## config.mk

```make
export PLATFORM = sky130hd
export DESIGN_NAME = crt_bd_recip
export DESIGN_NICKNAME = d
export VERILOG_FILES = /design/src/design/crt_bd_pkg.sv /design/src/design/crt_bd_recip.sv
export SDC_FILE = /design/constraint.sdc
export NUM_CORES = 1
export LEC_CHECK = 0
export ABC_AREA = 0
export BUFFER_PORTS_ARGS = -buffer_cell sky130_fd_sc_hd__buf_2
export CORE_ASPECT_RATIO = 0.6
export CORE_MARGIN = 2
export CORE_UTILIZATION = 60
export DETAILED_ROUTE_END_ITERATION = 10
export GPL_ROUTABILITY_DRIVEN = 0
export HOLD_SLACK_MARGIN = 0.08
export PLACE_DENSITY = 0.82
export SLEW_MARGIN = 20
export SYNTH_ARGS = -nofsm -noshare
export SYNTH_HDL_FRONTEND = slang
export SYNTH_SLANG_ARGS = --single-unit
```

## constraint.sdc

```tcl
create_clock -name clk -period 3.6 [get_ports clk]
set_clock_uncertainty 0.2 [all_clocks]
set_input_delay 0.18 -clock clk [delete_from_list [all_inputs] [get_ports clk]]
set_output_delay 0.18 -clock clk [all_outputs]
set_load 0.02 [all_outputs]
```

## src/design/crt_bd_pkg.sv

```systemverilog
// ----------------------------------------------------------------------------
// crt_bd_pkg
// shared types, register codes and fixed-point constants of the crt filter
// ----------------------------------------------------------------------------
package crt_bd_pkg;

	localparam int MAX_WIDTH_DEF  = 1024;
	localparam int MAX_HEIGHT_DEF = 1024;

	localparam int CFG_IDX_W  = 2;
	localparam int CFG_DATA_W = 16;
	localparam int DIM_REG_W  = 11;
	localparam int K_W        = 16;

	localparam logic [CFG_IDX_W-1:0] CFG_SCREEN_WIDTH  = 2'd0;
	localparam logic [CFG_IDX_W-1:0] CFG_SCREEN_HEIGHT = 2'd1;
	localparam logic [CFG_IDX_W-1:0] CFG_DISTORTION_K  = 2'd2;

	localparam logic [DIM_REG_W-1:0] WIDTH_RESET  = 11'd800;
	localparam logic [DIM_REG_W-1:0] HEIGHT_RESET = 11'd600;
	localparam logic [K_W-1:0]       K_RESET      = 16'd9830;

	localparam int INV_W = 17;
	localparam int QUO_W = 18;
	localparam logic [QUO_W-1:0] RECIP_NUM = 18'h20000;

	localparam logic [17:0] ONE_Q16      = 18'd65536;
	localparam logic [14:0] VIGNETTE_Q16 = 15'd29491;
	localparam logic [15:0] SCANLINE_Q16 = 16'd36044;
	localparam logic [13:0] LUMA_R_Q16   = 14'd13932;
	localparam logic [15:0] LUMA_G_Q16   = 16'd46871;
	localparam logic [12:0] LUMA_B_Q16   = 13'd4731;
	localparam logic [16:0] GAIN_Q16     = 17'd85196;

	localparam logic REQ_WRITE = 1'b0;
	localparam logic REQ_READ  = 1'b1;

	typedef struct packed {
		logic       req_type;
		logic [9:0] pixel_x;
		logic [9:0] pixel_y;
		logic [7:0] src_red;
		logic [7:0] src_green;
		logic [7:0] src_blue;
	} req_t;

	typedef struct packed {
		logic [7:0] out_green;
		logic       mapped;
	} rsp_t;

endpackage

```

## src/design/crt_bd_recip.sv

```systemverilog
// ----------------------------------------------------------------------------
// crt_bd_recip
// bit-serial restoring divider forming floor(2^17 / divisor)
// ----------------------------------------------------------------------------
module crt_bd_recip #(
	parameter int DW = 11
) (
	input  logic                        clk,
	input  logic                        arst_n,
	input  logic                        go,
	input  logic [DW-1:0]               divisor,
	output logic                        busy,
	output logic [crt_bd_pkg::INV_W-1:0] quot
);

	logic          run_q;
	logic [4:0]    cnt_q;
	logic [DW-1:0] rem_q;
	logic [DW-1:0] dvs_q;
	logic [crt_bd_pkg::QUO_W-1:0] q_q;

	logic [DW:0]   trial;
	logic          ge;
	logic [DW-1:0] nrem;

	always_comb begin
		trial = {rem_q, crt_bd_pkg::RECIP_NUM[cnt_q]};
		ge    = trial >= {1'b0, dvs_q};
		nrem  = ge ? DW'(trial - {1'b0, dvs_q}) : DW'(trial);
	end

	always_ff @(posedge clk or negedge arst_n) begin
		if (!arst_n) begin
			run_q <= 1'b0;
			cnt_q <= '0;
		end else if (go) begin
			run_q <= 1'b1;
			cnt_q <= 5'(crt_bd_pkg::QUO_W - 1);
		end else if (run_q) begin
			if (cnt_q == '0) begin
				run_q <= 1'b0;
			end else begin
				cnt_q <= cnt_q - 5'd1;
			end
		end
	end

	always_ff @(posedge clk) begin
		if (go) begin
			rem_q <= '0;
			dvs_q <= divisor;
			q_q   <= '0;
		end else if (run_q) begin
			rem_q <= nrem;
			q_q   <= {q_q[crt_bd_pkg::QUO_W-2:0], ge};
		end
	end

	assign busy = run_q;
	assign quot = q_q[crt_bd_pkg::INV_W-1:0];

endmodule

```

# [Yosys cells after proc, flatten, opt, wreduce, memory -nomap -nowiden]
# Memories as Yosys holds them, arrays and structs flattened.
# Cells that the tools add are included.
[classes] n_addsub=2 magnitude_cmp=2 eq_ne=1 mux=8 reduce_logical=3
[ops] op="5-bit 2-to-1 mux" n=3
[ops] op="12-bit by 11-bit greater-or-equal comparator with 1-bit output" n=1
[ops] op="11-bit 2-to-1 mux" n=1
[ops] op="11-bit subtractor" n=1
[ops] op="5-bit by 6-bit less-than comparator with 1-bit output (second input constant)" n=1
[ops] op="5-bit zero test" n=1
[ops] op="5-bit by 1-bit subtractor with 5-bit output (second input constant)" n=1
[ops] op="1-bit 2-to-1 mux" n=4
[ops] op="2-bit != test (second input constant)" n=1
[ops] op="2-bit AND reduction" n=1
[ops] op="2-bit nonzero test" n=1
[totals] regBits=45 mem_bits_ro=32 output_inout_bits=18 memories=1
[mem_list] memory="(no name shown)" depth=32 width=1 read_ports=1 rd_clocked_by_memory_dff=0 wr=0 line="crt_bd_recip.sv:27" rtl="trial = {rem_q, crt_bd_pkg::RECIP_NUM[cnt_q]};"

# [Depth between registers and ports, before layout]
# Gate-level depths: netlist of run 1.
[logic_depth] ltp_word=4 depth_mapped=9 ltp_nobuf=8

# [Worst setup path before layout of run 1]
# Ideal clock, no wire load.
[synth_timing] kind="reg-to-reg" startpoint="register cnt_q[4]" endpoint="register rem_q[6]" arrival_ns=2.133 required_ns=3.326 path_slack_ns=1.193 stages_incl_launch_ff=10 path_cell_list="dfrtp_1 nand2_1 ha_1 fa_1 nor2b_1 o22ai_2 a211o_1 buf_2 a311o_1 a31oi_1"
[synth_between] elab_chain_cells=4
[synth_lines] element="start: declaration" line="crt_bd_recip.sv:17" rtl="logic [4:0] cnt_q;"
[synth_lines] element="start signal: assignment" line="crt_bd_recip.sv:38" rtl="cnt_q <= 5'(crt_bd_pkg::QUO_W - 1);"
[synth_lines] element="start signal: assignment" line="crt_bd_recip.sv:43" rtl="cnt_q <= cnt_q - 5'd1;"
[synth_lines] element="memory read 32 x 1 bit *"
[synth_lines] element="1-bit 2-to-1 mux (implied by the code) *" line="crt_bd_recip.sv:27"
[synth_lines] element="11-bit subtractor or 12-bit by 11-bit greater-or-equal comparator with 1-bit output (tied branches)" line="crt_bd_recip.sv:29, crt_bd_recip.sv:28"
[synth_lines] element="11-bit 2-to-1 mux *" line="crt_bd_recip.sv:29" rtl="nrem = ge ? DW'(trial - {1'b0, dvs_q}) : DW'(trial);"
[synth_lines] element="end signal: assignment" line="crt_bd_recip.sv:54" rtl="rem_q <= nrem;"
[synth_lines] element="end: declaration" line="crt_bd_recip.sv:18" rtl="logic [DW-1:0] rem_q;"
# Mark *: on every way between the ends. The rest lies on a longest branch, timed or not. The select of a mux whose other input is x is not followed.
# A chain may end at the register's enable or synchronous reset.

# [Final worst setup path of run 1]
[layout_timing] startpoint="register cnt_q[4]" endpoint="register rem_q[5]"
# Same word-level chain as after synthesis.

==> flow_metrics.tcl, run 1 <==
set metrics [dict create \
    status "finished clean" \
    crit_slowest_cell "a211oi_2" \
    hold_depth 2 \
    reg2reg_from "cnt_q[4]$_DFFE_PN0P_" \
    worst_pin_slew_ns 0.9000 \
    path_cells "nand2_1, ha_1, fa_1, nor2b_1, o22ai_2, a211oi_2, o22ai_1, a311oi_1" \
    placed_cells 330 \
    crit_path_start "cnt_q[4]$_DFFE_PN0P_" \
    stdcell_count 351 \
    coreArea_um2 4054 \
    synth_edf_count 11 \
    cts_buffers 5 \
    dieArea_um2 4698 \
    worstSetupEndpointType "flip-flop" \
    vias 2101 \
    areaGrowthSynthToFinish_pct 15.98 \
    synth_seq_cells 45 \
    yosysUniqueCellTypes 54 \
    netlist_area_um2 2490 \
    die_y_um 53.90 \
    first_pass_iters 5 \
    ys_async_sr_fraction_pct 13.33 \
    num_io_pins 32 \
    hp-start "go" \
    ys.flop_type "dfxtp_1" \
    worst-path-stages 8 \
    viasPerCell 5.986 \
    relSlewSlack_pct 40.00 \
    leakagePower_uw 0.001357 \
    drt-initial-drc-count 192 \
    grt_setup_unrepaired "false" \
    nets 328 \
    setup_viol 0 \
    clock_path_buffers 2 \
    htreeDepth 2 \
    worst-endpoint-arrival_ns 2.79 \
    insertion_delay_ns 0.30 \
    grt_usage_pct 23.72 \
    rows 18 \
    clockRootBuffer "clkbuf_8" \
    multi_input_comb_area_um2 1305 \
    antenna_found_initial 0 \
    io_buffers 31 \
    die_w_um 87.17 \
    start_kind "flip-flop" \
    drc 0 \
    overflow 0 \
    final.period_utilization_pct 77.84 \
    hpwl_mm 3.672 \
    fin_crit_ns 2.802 \
    critPathBufInv 0 \
    initial_core_util_pct 61.42 \
    hold_violations 0 \
    avgSynthCellArea_um2 9.467 \
    critPathRequiredTime_ns 3.59 \
    ir_drop_mv 0.3936 \
    final-seq-area_um2 1041 \
    grt_pass1_wl_mm 8.418 \
    cp_top_family "compound AO/OA/AOI/OAI gates" \
    ys_seq_area_share_pct 41.81 \
    tns_ns 0 \
    drv_slew 0 \
    grt_pass1_vias 1760 \
    wl_mm 5.280 \
    max_freq_mhz 356.8 \
    rr_worst_depth 8 \
    critPathKind "reg -> reg" \
    n_antenna_cell 0 \
    cap_violations 0 \
    ant_nets 0 \
    drive_gt1_share_pct 15.95 \
    synth_nets 291 \
    wl_per_cell_um 15.04 \
    hold_path.class "in -> reg" \
    nFillCells 322 \
    power.density_nw_per_um2 644.2 \
    crit_fanout 8 \
    tritoncts "built" \
    grt_max_degree 52 \
    clkTransAtPathRegs_ns 0.09 \
    cts.sinks 45 \
    critPathMaxStageDelay_ns 0.49 \
    syn_inst 263 \
    synth_warnings 0 \
]
[synthesized netlist by cell type (8+ instances only)]
master | count | area share [%]
a21oi_1 | 9 | 1.8
mux2i_1 | 16 | 6.4
nand2_1 | 10 | 1.5
dfxtp_1 | 28 | 23
inv_1 | 20 | 3.0
a311oi_1 | 8 | 2.8
clkbuf_1 | 9 | 1.4
nor2_1 | 36 | 5.4
edfxtp_1 | 11 | 13
ha_1 | 13 | 6.5
[logic make-up after synthesis]
kind of cell / Yosys count / synth area share (%)
muxes: 16 / 6.432
DFF: 45 / 41.81
AOI/OAI and AO/OA: 61 / 19.55
xor gates and xnor gates: 7 / 2.462
and+or+nand+nor: 85 / 16.63
adders and majority gates: 14 / 7.337
buffers and inverters: 35 / 5.779
[metrics by stage]
stage | util (%) | setup slack [ns] | instance area, µm² | power [µW] | hold WS (ns)
finish | 71.23 | 0.7976 | 2888 | 1860 | 0.2907
global route | 71.23 | 0.6673 | 2888 | 1983 | 0.3219
CTS | 71.23 | 0.8556 | 2888 | 1860 | 0.2827
detailed placement | 65.28 | 0.8766 | 2646 | 1475 | -0.1881
global placement | 65.28 | 1.026 | 2646 | 1452 | -0.1893
floorplan | - | 1.193 | 2490 | 1303 | -0.3156
[path summary, 6_finish.rpt]
kind / to / slack [ns]
worst max-delay path: rem_q[5]$_SDFFE_PP0P_ / 0.80
worst min-delay path: q_q[7]$_SDFFE_PP0P_ / 0.29
worst max register to register: rem_q[5]$_SDFFE_PP0P_ / 0.80
worst min register to register: q_q[7]$_SDFFE_PP0P_ / 0.33
max in group asynchronous: cnt_q[3]$_DFFE_PN0P_ / 2.40
min in group asynchronous: cnt_q[1]$_DFFE_PN0P_ / 0.59
[cells in the final DEF, fill, tap and decap left out, types with 8 or more instances in the layout]
cell type,Yosys,routed
ha_1,13,13
a21oi_1,9,9
a311oi_1,8,8
buf_2,4,31
inv_1,20,20
nand2_1,10,10
dlygate4sd3_1,0,13
mux2i_1,16,16
edfxtp_1,11,11
nor2_1,36,36
dfxtp_1,28,28
[power by group]
part           internal, µW  switching [µW]  total, µW  leakage [µW]
clock network           184             184        368     0.0000573
logic                   340             471        811      0.000896
registers               602            79.4        681      0.000404
total                  1130             734       1860       0.00136
[final cells by class]
class	count	area share (%)
multi-input combinational	183	45.19
sequential	45	36.05
timing repair buffer	45	10.14
clock buffer	6	3.250
inverter	20	2.600
tap	50	2.166
clock inverter	2	0.6066
[worst reg2reg max path, delay by kind of cell (launching register included)]
family / cells / cell delay (ns)
AO/OA/AOI/OAI: 4 / 1.17
adder cells (fa/ha/maj): 2 / 0.62
flip-flops: 1 / 0.41
AND/OR/NAND/NOR: 2 / 0.30
[metal layers]
metal	wire length, µm	vias to the layer above	GRT usage [%]
li1	-	1031	-
met1	2662	988	35.09
met2	2130	73	34.61
met3	428	9	6.135
met4	59	0	6.154
met5	0	-	0
[state kept, by name, indices dropped and copies added, names as in the netlist]
| register | flops |
|---|---|
| busy | 1 |
| cnt_q | 5 |
| dvs_q | 11 |
| q_q | 17 |
| rem_q | 11 |
[timing repair]
action,4_1_cts,5_1_grt
gates resized for setup,0,0
hold buffers,13,0
setup buffers,0,0
hold endpoints to repair,17,0
Power figures use the tool's default switching activity.
==> inputs of run 2 (changes only) <==
Settings changed: CORE_UTILIZATION 60 to 52, PLACE_DENSITY 0.82 to 0.76.
Clock period 3.6 ns to 2.35 ns, I/O delays scaled along.
==> flow_metrics.tcl, run 2 (synthesis results as in run 1) <==
set metrics [dict create \
    status "finished, violations left" \
    violations "negative setup slack" \
    viasPerCell 5.682 \
    start_kind "flip-flop" \
    largestRegisters "q_q x17, dvs_q x11, rem_q x11" \
    crit_fanout 6 \
    hold_violations 0 \
    leakagePower_uw 0.001446 \
    dieArea_um2 5376 \
    grt_max_degree 45 \
    vias 2159 \
    grt_pass1_vias 1975 \
    io_buffers 31 \
    wl_per_cell_um 14.79 \
    wl_mm 5.620 \
    largest_register "q_q" \
    ant_nets 0 \
    placed_cells 358 \
    grt_pass1_wl_mm 9.280 \
    power.density_nw_per_um2 992.3 \
    mostFrequentLayoutCell "nor2_1" \
    final_cell_mix "36 x nor2_1, 31 x buf_2, 28 x dfxtp_1" \
    relSlewSlack_pct 61.40 \
    tns_ns -0.06213 \
    tritoncts "built" \
    final.period_utilization_pct 101.2 \
    num_io_pins 32 \
    critPathRequiredTime_ns 2.36 \
    worst_slack_ns -0.02753 \
    nets 344 \
    n_antenna_cell 0 \
    cap_violations 0 \
    initial_core_util_pct 54.27 \
    worstSetupEndpointType "flip-flop" \
    insertion_delay_ns 0.31 \
    rows 19 \
    clockRootBuffer "clkbuf_8" \
    clock_path_buffers 2 \
    ir_drop_mv 0.5715 \
    hpwl_mm 3.968 \
    largest_register_ffs 17 \
    setup_viol 4 \
    grt_usage_pct 22.21 \
    stdcell_count 380 \
    worst_pin_slew_ns 0.5791 \
    overflow 0 \
    coreArea_um2 4588 \
    cts.sinks 45 \
    drive_gt1_share_pct 22.40 \
    first_pass_iters 6 \
    drv_slew 0 \
    fin_crit_ns 2.378 \
    critPathKind "reg -> reg" \
    max_freq_mhz 420.6 \
    drc 0 \
    drt-initial-drc-count 152 \
    worst-endpoint-arrival_ns 2.38 \
    htreeDepth 2 \
    die_w_um 93.34 \
    antenna_found_initial 0 \
    areaGrowthSynthToFinish_pct 23.92 \
    hold_path.class "in -> reg" \
    grt_setup_unrepaired "true" \
    cts_buffers 5 \
    die_y_um 57.60 \
    clkTransAtPathRegs_ns 0.10 \
]
run 2: final timing paths:
check | start | endpoint | slack, ns | depth (start not counted)
worst max-delay path | cnt_q[4]$_DFFE_PN0P_ | rem_q[4]$_SDFFE_PP0P_ | -0.03 | 9
min in group asynchronous | arst_n | cnt_q[1]$_DFFE_PN0P_ | 0.54 | 3
worst min register to register | q_q[16]$_SDFFE_PP0P_ | q_q[16]$_SDFFE_PP0P_ | 0.31 | 2
worst min-delay path | go | dvs_q[10]$_DFFE_PP_ | 0.14 | 1
max in group asynchronous | arst_n | cnt_q[0]$_DFFE_PN0P_ | 1.19 | 3
worst max register to register | cnt_q[4]$_DFFE_PN0P_ | rem_q[4]$_SDFFE_PP0P_ | -0.03 | 9
run 2: worst max-delay path, stage by stage, from the launching register on:
cell      delay, ns
dfrtp_1        0.38
nand2_2        0.08
ha_4           0.17
fa_2           0.40
nor2b_2        0.15
o22ai_2        0.11
a211oi_2       0.26
buf_4          0.18
o21ai_1        0.06
a311oi_1       0.28
run 2: timing repair:
action,CTS,global route
buffers inserted,0,1
hold endpoints to repair,17,0
pin swaps,0,19
gates resized for setup,1,10
hold buffers,13,0
setup endpoints to repair,3,12
run 2: power by group:
part | internal [µW] | switching (µW)
clock network | 325 | 293
logic | 633 | 769
registers | 921 | 121
run 2: final cells by class:
type                            count  area [µm²]
Multi-Input combinational cell    183        1345
Timing Repair Buffer               61       429.2
Clock buffer                        5       68.82
Fill cell                         380        1503
Tap cell                           63       78.83
Sequential cell                    45        1041
Clock inverter                      3       47.55
Inverter                           20       75.07
run 2: per-layer routing:
layer,wire [µm],GRT usage [%]
met4,33,5.252
met3,616,7.794
met2,2253,30.42
met5,0,0
met1,2717,33.42
run 2: metrics by stage:
step / total power [µW] / setup slack, ns / hold WS, ns / instance area, µm² / util [%]
2_1_floorplan: 1998 / 0.008048 / -0.3781 / 2492 / -
3_3_place_gp: 2332 / 0.07936 / -0.2513 / 2790 / 60.81
3_5_place_dp: 2347 / -0.003248 / -0.2493 / 2790 / 60.81
4_1_cts: 2991 / 0.009547 / 0.1342 / 3039 / 66.24
5_1_grt: 3267 / -0.1601 / 0.1687 / 3085 / 67.25
6_report: 3062 / -0.02753 / 0.1421 / 3085 / 67.25
==> inputs of run 3 (changes only) <==
Settings changed: ABC_CLOCK_PERIOD_IN_PS from default to 2350, BUFFER_PORTS_ARGS -buffer_cell sky130_fd_sc_hd__buf_2 to default, CORE_UTILIZATION 52 to 57, DONT_BUFFER_PORTS from default to 1, PLACE_DENSITY 0.76 to 0.75.
==> flow_metrics.tcl, run 3 (synthesis results as in run 1) <==
set metrics [dict create \
    status "finished, violations left" \
    violations "negative setup slack" \
    clockRootBuffer "clkbuf_8" \
    overflow 0 \
    worst_slack_ns -0.06395 \
    rows 18 \
    worstReg2RegEnd "rem_q[2]$_SDFFE_PP0P_" \
    rr_worst_depth 10 \
    nets 323 \
    antenna_found_initial 0 \
    num_io_pins 32 \
    crit_fanout 7 \
    largest_register_ffs 17 \
    hold_violations 0 \
    drt-initial-drc-count 211 \
    htreeDepth 2 \
    n_antenna_cell 0 \
    drv_slew 0 \
    critPathRequiredTime_ns 2.37 \
    viasPerCell 5.930 \
    die_y_um 55.20 \
    vias 2111 \
    final.period_utilization_pct 102.7 \
    leakagePower_uw 0.001388 \
    multi_input_comb_area_um2 1484 \
    ir_drop_mv 0.5805 \
    first_pass_iters 4 \
    relSlewSlack_pct 76.32 \
    grt_pass1_wl_mm 8.838 \
    report.power.total_uw 3293 \
    endpoint "rem_q[2]$_SDFFE_PP0P_" \
    initial_core_util_pct 60.08 \
    final-seq-area_um2 1042 \
    areaGrowthSynthToFinish_pct 26.58 \
    clock_path_buffers 2 \
    worstSetupEndpointType "flip-flop" \
    reg2reg_from "cnt_q[4]$_DFFE_PN0P_" \
    die_w_um 89.33 \
    grt_usage_pct 24.06 \
    start_kind "flip-flop" \
    final_cell_mix "35 x nor2_1, 28 x dfxtp_1, 22 x buf_4" \
    wl_per_cell_um 16.90 \
    nFillCells 302 \
    grt_pass1_vias 1863 \
    placed_cells 330 \
    max_freq_mhz 414.3 \
    cts_buffers 5 \
    cts.sinks 45 \
    worst_pin_slew_ns 0.3463 \
    insertion_delay_ns 0.30 \
    critPathKind "reg -> reg" \
    hpwl_mm 3.867 \
    mostFrequentLayoutCell "nor2_1" \
    worst-endpoint-arrival_ns 2.43 \
    stdcell_count 356 \
    setup_viol 5 \
    cap_violations 0 \
    crit_path_start "cnt_q[4]$_DFFE_PN0P_" \
    grt_setup_unrepaired "true" \
    wl_mm 6.016 \
    grt_max_degree 52 \
    hold_depth 1 \
    tritoncts "built" \
    largest_register "q_q" \
    coreArea_um2 4144 \
    hold_path.class "in -> reg" \
    dieArea_um2 4930 \
    clkTransAtPathRegs_ns 0.09 \
    r2r_setup_slack_ns -0.06 \
    largestRegisters "q_q x17, dvs_q x11, rem_q x11" \
    power.density_nw_per_um2 1045 \
    fin_crit_ns 2.414 \
    io_buffers 0 \
    drive_gt1_share_pct 21.96 \
    ant_nets 0 \
    holdWs_ns 0.2352 \
    drc 0 \
]
==> run 3: changes by cell type in the layout (fill, tap and decap cells not counted), moves of 2 or more <==
cell / change
buf_2: -31
buf_4: +7
a31oi_1: -3
o31ai_1: -3
a31oi_4: +2
buf_6: +2
o31ai_4: +2
==> run 3: final cells by class <==
class	count	area share [%]
Timing Repair Buffer	40	11.39
Clock buffer	5	2.183
Tap cell	60	2.382
Clock inverter	3	1.509
Multi-Input combinational cell	183	47.08
Sequential cell	45	33.07
Inverter	20	2.382
==> run 3: per-stage QoR <==
| stage | area (µm²) | worst slack (ns) | TNS [ns] | utilization (%) |
|---|---|---|---|---|
| floorplan | 2492 | 0.008048 | 0 | - |
| global placement | 2665 | 0.08335 | 0 | 64.31 |
| detailed placement | 2665 | -0.02476 | -0.03490 | 64.31 |
| CTS | 2952 | 0.01768 | 0 | 71.23 |
| global route | 3152 | -0.1180 | -0.8899 | 76.06 |
| finish | 3152 | -0.06395 | -0.1336 | 76.06 |
==> run 3: per-layer routing <==
| metal | track usage (%) | share of wire, % | vias to the layer above |
|---|---|---|---|
| met1 | 34.56 | 48 | 1004 |
| met3 | 8.160 | 7.7 | 6 |
| met4 | 5.970 | 0.63 | 0 |
| met2 | 34.81 | 43 | 78 |
| li1 | - | - | 1023 |
| met5 | 0 | 0 | - |
==> run 3: worst min-delay path by stage <==
stage          slack, ns                    to        from
6_report            0.24    dvs_q[2]$_DFFE_PP_  divisor[2]
5_1_grt             0.22    dvs_q[2]$_DFFE_PP_  divisor[2]
4_1_cts             0.22    dvs_q[2]$_DFFE_PP_  divisor[2]
3_5_place_dp       -0.38  cnt_q[1]$_DFFE_PN0P_      arst_n
3_3_place_gp       -0.38  cnt_q[1]$_DFFE_PN0P_      arst_n
2_1_floorplan      -0.38        busy$_DFF_PN0_      arst_n
==> run 3: worst max-delay path, cell delays in order (launching register included) <==
cell and delay [ns]:
dfrtp_1 0.37, nand2_2 0.08, ha_4 0.17, fa_2 0.42, nor2b_4 0.16, o22ai_4 0.09
a211oi_2 0.26, buf_6 0.18, buf_6 0.10, o21ai_2 0.04, a311oi_1 0.24
==> run 3: repair_timing <==
action,in CTS,in global routing
pin swaps,0,21
gates resized for setup,3,32
setup buffers,0,4
hold buffers,15,0
hold endpoints to repair,62,0
cloned,0,0
endpoints found under the setup margin,5,11
==> run 3: report_power, final <==
| group | internal [µW] | switching, µW |
|---|---|---|
| logic | 734 | 895 |
| clock network | 325 | 288 |
| registers | 921 | 129 |
| total | 1980 | 1310 |
